<file path="src/rtl/mpq_pkg.sv">
package mpq_pkg;

    localparam int DEPTH  = 16;
    localparam int DATA_W = 32;
    localparam int OCC_W  = 5;
    localparam int IDX_W  = $clog2(DEPTH);
    localparam int CNT_W  = $clog2(DEPTH + 1);

    localparam logic CMD_ENQ = 1'b0;
    localparam logic CMD_DEQ = 1'b1;

    typedef logic signed [DATA_W-1:0] word_t;
    typedef logic [IDX_W-1:0]         idx_t;
    typedef logic [CNT_W-1:0]         cnt_t;
    typedef logic [OCC_W-1:0]         occ_t;

    // controller to datapath
    typedef struct packed {
        logic capture;     // take the request beat into the item registers
        logic exec;        // latch overflow / empty flags for this item
        logic enq;         // append the item at the tail
        logic scan_start;  // reset scan index and running minimum
        logic scan_rd;     // one scan step
        logic shift_start; // point the compaction just past the winner
        logic shift_step;  // one compaction step
        logic deq_done;    // drop one entry from the count
        logic res_load;    // load the response register
    } mpq_ctrl_t;

    // datapath to controller
    typedef struct packed {
        logic req_valid;
        logic is_deq;
        logic full;
        logic empty;
        logic scan_end;   // every held entry read and compared
        logic shift_end;  // every later entry moved down
        logic rsp_free;   // response register can take a beat
    } mpq_stat_t;

endpackage

</file>
<file path="src/rtl/mpq_req_if.sv">
interface mpq_req_if;

    logic                valid;
    logic                ready;
    logic                cmd;
    mpq_pkg::word_t      key_in;
    mpq_pkg::word_t      priority_in;

    modport source (output valid, output cmd, output key_in, output priority_in, input ready);
    modport sink   (input valid, input cmd, input key_in, input priority_in, output ready);

endinterface

</file>
<file path="src/rtl/mpq_rsp_if.sv">
interface mpq_rsp_if;

    logic                valid;
    logic                ready;
    mpq_pkg::word_t      key_out;
    logic                was_empty;
    logic                overflow;
    mpq_pkg::occ_t       occupancy;

    modport source (output valid, output key_out, output was_empty, output overflow,
                    output occupancy, input ready);
    modport sink   (input valid, input key_out, input was_empty, input overflow,
                    input occupancy, output ready);

endinterface

</file>
<file path="src/rtl/mpq_datapath.sv">
module mpq_datapath (
    input  logic               clk,
    input  logic               rst_n,
    input  mpq_pkg::mpq_ctrl_t ctrl,
    output mpq_pkg::mpq_stat_t stat,
    input  logic               req_valid,
    input  logic               req_cmd,
    input  mpq_pkg::word_t     req_key,
    input  mpq_pkg::word_t     req_prio,
    output logic               rsp_valid,
    input  logic               rsp_ready,
    output mpq_pkg::word_t     rsp_key,
    output logic               rsp_empty,
    output logic               rsp_ovf,
    output mpq_pkg::occ_t      rsp_occ
);

    // entry store: key in the upper half, priority in the lower half
    logic [2*mpq_pkg::DATA_W-1:0] mem [mpq_pkg::DEPTH];
    logic [2*mpq_pkg::DATA_W-1:0] rd_data_reg;

    logic           cmd_reg;
    mpq_pkg::word_t key_reg;
    mpq_pkg::word_t prio_reg;
    mpq_pkg::cnt_t  count_reg;
    mpq_pkg::cnt_t  rd_idx_reg;
    mpq_pkg::idx_t  cmp_idx_reg;
    logic           cmp_vld_reg;
    logic           first_reg;
    mpq_pkg::idx_t  best_idx_reg;
    mpq_pkg::word_t best_prio_reg;
    mpq_pkg::word_t best_key_reg;
    logic           wr_pend_reg;
    mpq_pkg::idx_t  wr_addr_reg;
    logic           ovf_reg;
    logic           emp_reg;
    logic           rsp_valid_reg;
    mpq_pkg::word_t rsp_key_reg;
    logic           rsp_empty_reg;
    logic           rsp_ovf_reg;
    mpq_pkg::occ_t  rsp_occ_reg;

    logic           full;
    logic           rd_more;
    mpq_pkg::word_t cur_prio;
    mpq_pkg::word_t cur_key;
    logic           take;

    assign full     = (count_reg == mpq_pkg::CNT_W'(mpq_pkg::DEPTH));
    assign rd_more  = (rd_idx_reg < count_reg);
    assign cur_key  = rd_data_reg[2*mpq_pkg::DATA_W-1:mpq_pkg::DATA_W];
    assign cur_prio = rd_data_reg[mpq_pkg::DATA_W-1:0];
    assign take     = cmp_vld_reg && (first_reg || (cur_prio < best_prio_reg));

    assign stat.req_valid = req_valid;
    assign stat.is_deq    = (cmd_reg == mpq_pkg::CMD_DEQ);
    assign stat.full      = full;
    assign stat.empty     = (count_reg == '0);
    assign stat.scan_end  = !rd_more && !cmp_vld_reg;
    assign stat.shift_end = !rd_more && !wr_pend_reg;
    assign stat.rsp_free  = !rsp_valid_reg || rsp_ready;

    // store write port and registered read port
    always_ff @(posedge clk)
    begin
        if (ctrl.enq)
        begin
            mem[count_reg[mpq_pkg::IDX_W-1:0]] <= {key_reg, prio_reg};
        end
        else if (ctrl.shift_step && wr_pend_reg)
        begin
            mem[wr_addr_reg] <= rd_data_reg;
        end
        if ((ctrl.scan_rd || ctrl.shift_step) && rd_more)
        begin
            rd_data_reg <= mem[rd_idx_reg[mpq_pkg::IDX_W-1:0]];
        end
    end

    // item and running minimum payload
    always_ff @(posedge clk)
    begin
        if (ctrl.capture)
        begin
            cmd_reg  <= req_cmd;
            key_reg  <= req_key;
            prio_reg <= req_prio;
        end
        if (ctrl.scan_rd && rd_more)
        begin
            cmp_idx_reg <= rd_idx_reg[mpq_pkg::IDX_W-1:0];
        end
        if (ctrl.scan_rd && take)
        begin
            best_idx_reg  <= cmp_idx_reg;
            best_prio_reg <= cur_prio;
            best_key_reg  <= cur_key;
        end
        if (ctrl.shift_step && rd_more)
        begin
            wr_addr_reg <= rd_idx_reg[mpq_pkg::IDX_W-1:0] - mpq_pkg::IDX_W'(1);
        end
        if (ctrl.res_load)
        begin
            rsp_key_reg   <= (stat.is_deq && !emp_reg) ? best_key_reg : '0;
            rsp_empty_reg <= emp_reg;
            rsp_ovf_reg   <= ovf_reg;
            rsp_occ_reg   <= mpq_pkg::OCC_W'(count_reg);
        end
    end

    // control state
    always_ff @(posedge clk or negedge rst_n)
    begin
        if (!rst_n)
        begin
            count_reg     <= '0;
            rd_idx_reg    <= '0;
            cmp_vld_reg   <= 1'b0;
            first_reg     <= 1'b0;
            wr_pend_reg   <= 1'b0;
            ovf_reg       <= 1'b0;
            emp_reg       <= 1'b0;
            rsp_valid_reg <= 1'b0;
        end
        else
        begin
            if (ctrl.exec)
            begin
                ovf_reg <= !stat.is_deq && full;
                emp_reg <= stat.is_deq && stat.empty;
            end
            if (ctrl.enq)
            begin
                count_reg <= count_reg + mpq_pkg::CNT_W'(1);
            end
            else if (ctrl.deq_done)
            begin
                count_reg <= count_reg - mpq_pkg::CNT_W'(1);
            end

            if (ctrl.scan_start)
            begin
                rd_idx_reg  <= '0;
                cmp_vld_reg <= 1'b0;
                first_reg   <= 1'b1;
            end
            else if (ctrl.scan_rd)
            begin
                cmp_vld_reg <= rd_more;
                if (rd_more)
                begin
                    rd_idx_reg <= rd_idx_reg + mpq_pkg::CNT_W'(1);
                end
                if (cmp_vld_reg)
                begin
                    first_reg <= 1'b0;
                end
            end
            else if (ctrl.shift_start)
            begin
                rd_idx_reg  <= mpq_pkg::CNT_W'(best_idx_reg) + mpq_pkg::CNT_W'(1);
                wr_pend_reg <= 1'b0;
            end
            else if (ctrl.shift_step)
            begin
                wr_pend_reg <= rd_more;
                if (rd_more)
                begin
                    rd_idx_reg <= rd_idx_reg + mpq_pkg::CNT_W'(1);
                end
            end

            if (ctrl.res_load)
            begin
                rsp_valid_reg <= 1'b1;
            end
            else if (rsp_ready)
            begin
                rsp_valid_reg <= 1'b0;
            end
        end
    end

    assign rsp_valid = rsp_valid_reg;
    assign rsp_key   = rsp_key_reg;
    assign rsp_empty = rsp_empty_reg;
    assign rsp_ovf   = rsp_ovf_reg;
    assign rsp_occ   = rsp_occ_reg;

endmodule

</file>
<file path="src/rtl/mpq_ctrl.sv">
module mpq_ctrl (
    input  logic               clk,
    input  logic               rst_n,
    input  mpq_pkg::mpq_stat_t stat,
    output mpq_pkg::mpq_ctrl_t ctrl,
    output logic               req_ready
);

    localparam logic [2:0] ST_IDLE  = 3'd0;
    localparam logic [2:0] ST_EXEC  = 3'd1;
    localparam logic [2:0] ST_SCAN  = 3'd2;
    localparam logic [2:0] ST_SHIFT = 3'd3;
    localparam logic [2:0] ST_FIN   = 3'd4;

    logic [2:0] state_reg;
    logic [2:0] state_next;

    always_comb
    begin
        ctrl       = '0;
        state_next = state_reg;
        req_ready  = 1'b0;
        case (state_reg)
            ST_IDLE:
            begin
                req_ready = 1'b1;
                if (stat.req_valid)
                begin
                    ctrl.capture = 1'b1;
                    state_next   = ST_EXEC;
                end
            end
            ST_EXEC:
            begin
                ctrl.exec = 1'b1;
                if (!stat.is_deq)
                begin
                    ctrl.enq   = !stat.full;
                    state_next = ST_FIN;
                end
                else if (stat.empty)
                begin
                    state_next = ST_FIN;
                end
                else
                begin
                    ctrl.scan_start = 1'b1;
                    state_next      = ST_SCAN;
                end
            end
            ST_SCAN:
            begin
                if (stat.scan_end)
                begin
                    ctrl.shift_start = 1'b1;
                    state_next       = ST_SHIFT;
                end
                else
                begin
                    ctrl.scan_rd = 1'b1;
                end
            end
            ST_SHIFT:
            begin
                if (stat.shift_end)
                begin
                    ctrl.deq_done = 1'b1;
                    state_next    = ST_FIN;
                end
                else
                begin
                    ctrl.shift_step = 1'b1;
                end
            end
            ST_FIN:
            begin
                if (stat.rsp_free)
                begin
                    ctrl.res_load = 1'b1;
                    state_next    = ST_IDLE;
                end
            end
            default:
            begin
                state_next = ST_IDLE;
            end
        endcase
    end

    always_ff @(posedge clk or negedge rst_n)
    begin
        if (!rst_n)
        begin
            state_reg <= ST_IDLE;
        end
        else
        begin
            state_reg <= state_next;
        end
    end

endmodule

</file>
<file path="src/rtl/min_priority_queue_top.sv">
// channel  modport  beat contents
// -------  -------  ------------------------------------------------
// req      sink     cmd (0 enqueue, 1 dequeue), key_in, priority_in
// rsp      source   key_out, was_empty, overflow, occupancy
//
// one request beat in, one response beat out, one item at a time
// enqueue: the item passes the execute and finish states; the response register is loaded in finish
// dequeue with n held entries: a scan reads and compares all n priorities, then
//   compaction moves each entry after the winner down one place, both through the
//   single read port of the entry store
// reset clears the entry count and control only; store contents need no clearing
// a waiting response does not block the next request beat; a stalled rsp only
//   holds the finished item before its result is loaded
module min_priority_queue_top (
    input logic clk,
    input logic rst_n,
    mpq_req_if.sink   req,
    mpq_rsp_if.source rsp
);

    mpq_pkg::mpq_ctrl_t ctrl;
    mpq_pkg::mpq_stat_t stat;

    // sequencer: idle, execute, scan for minimum, compact, respond
    mpq_ctrl u_ctrl (
        .clk       (clk),
        .rst_n     (rst_n),
        .stat      (stat),
        .ctrl      (ctrl),
        .req_ready (req.ready)
    );

    // entry store, running minimum, entry count and response register
    mpq_datapath u_dp (
        .clk       (clk),
        .rst_n     (rst_n),
        .ctrl      (ctrl),
        .stat      (stat),
        .req_valid (req.valid),
        .req_cmd   (req.cmd),
        .req_key   (req.key_in),
        .req_prio  (req.priority_in),
        .rsp_valid (rsp.valid),
        .rsp_ready (rsp.ready),
        .rsp_key   (rsp.key_out),
        .rsp_empty (rsp.was_empty),
        .rsp_ovf   (rsp.overflow),
        .rsp_occ   (rsp.occupancy)
    );

endmodule
</file>
<file path="src/flat_wrapper.sv">
// flat-port wrapper written by rule: the top's interface ports become plain ports
module min_priority_queue_top_flat 
  (clk, rst_n, req_valid, req_cmd, req_key_in, req_priority_in, req_ready, rsp_valid, rsp_key_out, rsp_was_empty, rsp_overflow, rsp_occupancy, rsp_ready);
  mpq_req_if req_i ();
  mpq_rsp_if rsp_i ();
  input logic clk;
  input logic rst_n;
  input wire logic [$bits(req_i.valid)-1:0] req_valid;
  input wire logic [$bits(req_i.cmd)-1:0] req_cmd;
  input wire logic [$bits(req_i.key_in)-1:0] req_key_in;
  input wire logic [$bits(req_i.priority_in)-1:0] req_priority_in;
  output wire logic [$bits(req_i.ready)-1:0] req_ready;
  output wire logic [$bits(rsp_i.valid)-1:0] rsp_valid;
  output wire logic [$bits(rsp_i.key_out)-1:0] rsp_key_out;
  output wire logic [$bits(rsp_i.was_empty)-1:0] rsp_was_empty;
  output wire logic [$bits(rsp_i.overflow)-1:0] rsp_overflow;
  output wire logic [$bits(rsp_i.occupancy)-1:0] rsp_occupancy;
  input wire logic [$bits(rsp_i.ready)-1:0] rsp_ready;
  assign req_i.valid = req_valid;
  assign req_i.cmd = req_cmd;
  assign req_i.key_in = req_key_in;
  assign req_i.priority_in = req_priority_in;
  assign req_ready = req_i.ready;
  assign rsp_valid = rsp_i.valid;
  assign rsp_key_out = rsp_i.key_out;
  assign rsp_was_empty = rsp_i.was_empty;
  assign rsp_overflow = rsp_i.overflow;
  assign rsp_occupancy = rsp_i.occupancy;
  assign rsp_i.ready = rsp_ready;
  min_priority_queue_top u_core (.clk(clk), .rst_n(rst_n), .req(req_i), .rsp(rsp_i));
endmodule
</file>
<file path="config.mk">
export PLATFORM = sky130hd
export DESIGN_NAME = min_priority_queue_top_flat
export DESIGN_NICKNAME = d
export VERILOG_FILES = /design/src/rtl/mpq_pkg.sv /design/src/rtl/mpq_req_if.sv /design/src/rtl/mpq_rsp_if.sv /design/src/rtl/mpq_datapath.sv /design/src/rtl/mpq_ctrl.sv /design/src/rtl/min_priority_queue_top.sv /design/src/flat_wrapper.sv
export SDC_FILE = /design/constraint.sdc
export NUM_CORES = 1
export LEC_CHECK = 0
export BUFFER_PORTS_ARGS = -buffer_cell sky130_fd_sc_hd__buf_2
export CORE_MARGIN = 2
export CORE_UTILIZATION = 59
export CTS_CLUSTER_SIZE = 28
export DETAILED_ROUTE_END_ITERATION = 10
export PLACE_DENSITY = 0.76
export SETUP_SLACK_MARGIN = 0.5
export SLEW_MARGIN = 10
export SYNTH_ARGS = -nofsm -noshare
export SYNTH_HDL_FRONTEND = slang
export SYNTH_SLANG_ARGS = --single-unit
</file>
<file path="constraint.sdc">
create_clock -name clk -period 9.05 [get_ports clk]
set_clock_uncertainty 0.05 [all_clocks]
set_input_delay 2.715 -clock clk [delete_from_list [all_inputs] [get_ports clk]]
set_output_delay 2.715 -clock clk [all_outputs]
set_load 0.1 [all_outputs]
</file>
==> impl_metrics.toml <==
[status]
status = "completed"

[layout]
regArea_sq_um = 38600
layout_commonest_cell = "edfxtp_1"
fin_area_sq_um = 54600
nFillCells = 4878
syn2layout_area_growth_pct = 11.5
largest_reg_flops = 1024
n_antenna_cell = 0
multi_input_area_sq_um = 9910
most-common-layout-cells = "edfxtp_1 (1268), mux4_2 (320), clkbuf_16 (122)"
nets = 2362
drive_gt1_share_pct = 30.9

[clock_tree]
path_clk_slew_ns = 0.07
cts_tree = "done"
ctsResizeCount = 0
cts.sinks = 1287
cts_buffers = 119
cts-root-buf = "clkbuf_16"
cts-htree-levels = 3
clock_latency_ns = 0.69
hold_buffers = 0
postCtsSetupRepairBufs = 0
clock_path_buffers = 3

[global_routing]
grt_pass1_vias = 23445
grt_first_pass_wirelength_mm = 156
antenna_found_initial = 0
grt_use_total_pct = 25.4
globalRoute.totalOverflow = 0
grt_max_degree = 70

[power_and_ir_drop]
ir_worst_vdd_mv = 0.257
finalPower_w = 0.0171
leakagePower_nw = 17.3
p_per_area_nw_per_um2 = 313

[floorplanning]
floorplan.die_area_sq_um = 85300
initial_utilization_pct = 59.6
coreArea_sq_um = 82100
num_rows = 105
ios = 110
die_h_microns = 292
dieWidth_microns = 292

[synthesis]
yosysSeqAreaShare_pct = 78.7
synth_seq_cells = 1287
synthArstFlopShare_pct = 1.48
synth_edf_count = 1268
syn-mean-instance-area_sq_um = 23.6
ys_warn_count = 0
synth_ff_type = "edfxtp_1"
synth_cells = 2073
syn_nets = 2184
syn_area_sq_um = 49000
synth.distinct_cells = 53

[placement]
hpwl_mm = 52.4
placed_area_sq_um = 50800
preCtsSetupSlack_ns = 3.79
numPortBuffers = 109
gp_congestion = 0.781

[sta]
slew_headroom_pct = 16.4
tns_ns = 0
setup_violations = 0
final.setup.worst_slack_ns = 3.81
tightest_slew_ns = 1.25
period_share_pct = 57.9
fin_crit_ns = 5.24
max_freq_mhz = 191
slew_violations = 0
rsz0062_at_grt = "false"
hold_violations = 0

[worst_setup_path]
crit_fanout = 38
cp-start-kind = "register"
crit_required_ns = 9.30
end_kind = "register"
cp.arrival_ns = 5.49
crit_type = "reg -> reg"

[routing]
wl_per_cell_microns = 30.7
drtIter0Drc = 2914
viasPerCell = 6.60
ant_nets = 0
routed-via-count = 22595
drcViolationCount = 0
wl_mm = 105
dr.pass1.iters = 7

[run]
maxCapViolations = 0

[worst_hold_path]
hold_class = "reg -> reg"
[final cells by class]
cell class | count | share of cell area [%]
Sequential cell | 1287 | 70.7
Inverter | 47 | 0.323
Timing Repair Buffer | 147 | 1.52
Clock inverter | 64 | 0.995
Clock buffer | 161 | 5.90
Tap cell | 1070 | 2.45
Multi-Input combinational cell | 649 | 18.2
[synth_stat cells, types with 2 or more instances]
library cell  count  area, sq um
o21ai_0           9         45.0
o2bb2ai_1         3         26.3
nand2_1          25         93.8
ha_1             41          513
nor3_1           11         55.1
and3_1            3         18.8
a21oi_1          22          110
mux4_2          320         7210
xor2_1            2         17.5
buf_2            19         95.1
inv_1            46          173
nand4_1           7         43.8
buf_1             7         26.3
nand2b_1          4         25.0
nand3_1           6         30.0
and2_1           33          206
nor2_1           37          139
buf_4            13         97.6
edfxtp_1       1268        38100
nor3_2            2         20.0
mux2i_1           2         20.0
mux2_2           64          721
nor3b_1           5         37.5
a2111oi_0         2         17.5
dfrtp_1          19          475
a211oi_1          3         22.5
xnor2_1           7         61.3
nor2b_1           2         12.5
buf_6             8         90.1
clkbuf_1         42          158
o211ai_1          2         15.0
o21ai_1           4         20.0
a31oi_1           8         50.1
a41oi_1           2         17.5
a21o_1            4         30.0
nor4_1            4         25.0
[stage by stage]
| stage | util (%) | hold slack [ns] | instances |
|---|---|---|---|
| 6_report | 66.5 | 0.363 | 3425 |
| 5_1_grt | 66.5 | 0.380 | 3425 |
| 4_1_cts | 66.5 | 0.365 | 3425 |
| 3_5_place_dp | 61.9 | 0.355 | 3200 |
| 3_3_place_gp | 61.9 | 0.352 | 3200 |
| 2_1_floorplan | - | 0.350 | 2073 |
[path summary, 6_finish.rpt]
path	slack [ns]	depth (start not counted)	from	endpoint
max reg2reg	3.81	8	u_core.u_ctrl.state_reg[0]	u_core.u_dp.mem[13][23]
min	0.36	0	u_core.u_dp.cmp_idx_reg[3]	u_core.u_dp.best_idx_reg[3]
min reg2reg	0.36	0	u_core.u_dp.cmp_idx_reg[3]	u_core.u_dp.best_idx_reg[3]
max	3.81	8	u_core.u_ctrl.state_reg[0]	u_core.u_dp.mem[13][23]
min in group asynchronous	1.93	1	rst_n	u_core.u_ctrl.state_reg[0]
max in group asynchronous	6.66	1	rst_n	u_core.u_dp.rd_idx_reg[0]
[power breakdown]
part / internal, W / switching, W / total (W)
clock network: 0.00272 / 0.00215 / 0.00487
registers: 0.00783 / 0.000451 / 0.00828
logic: 0.00160 / 0.00236 / 0.00396
total: 0.0122 / 0.00496 / 0.0171
[layer usage]
| metal | part of all wire (%) | up-vias | global-route usage, % |
|---|---|---|---|
| li1 | - | 9106 | - |
| met4 | 2.4 | 0 | 7.10 |
| met3 | 8.9 | 200 | 4.38 |
| met5 | 0 | - | 0 |
| met2 | 50 | 1323 | 41.1 |
| met1 | 39 | 11966 | 36.4 |
[critical path, cell delays in order (launching register included)]
cell and delay [ns]:
dfrtp_1 0.52, inv_1 0.14, nor3b_1 0.55, nand2_4 0.61, buf_4 0.57, nor3b_1 0.30
a31oi_1 0.22, nor2_4 1.06, buf_4 0.77
[logic make-up (layout without fill, tap and decap cells)]
| logic type | count (synthesis) | after routing | share of synthesized area [%] |
|---|---|---|---|
| DFF | 1287 | 1287 | 78.7 |
| muxes | 386 | 386 | 16.2 |
| and+or+nand+nor | 142 | 142 | 1.49 |
| buffers and inverters | 137 | 419 | 1.32 |
| AOI/OAI and AO/OA | 70 | 70 | 0.976 |
| adders and majority gates | 42 | 42 | 1.09 |
| xor gates and xnor gates | 9 | 9 | 0.161 |
No activity file was read; power rests on OpenSTA's default activity.
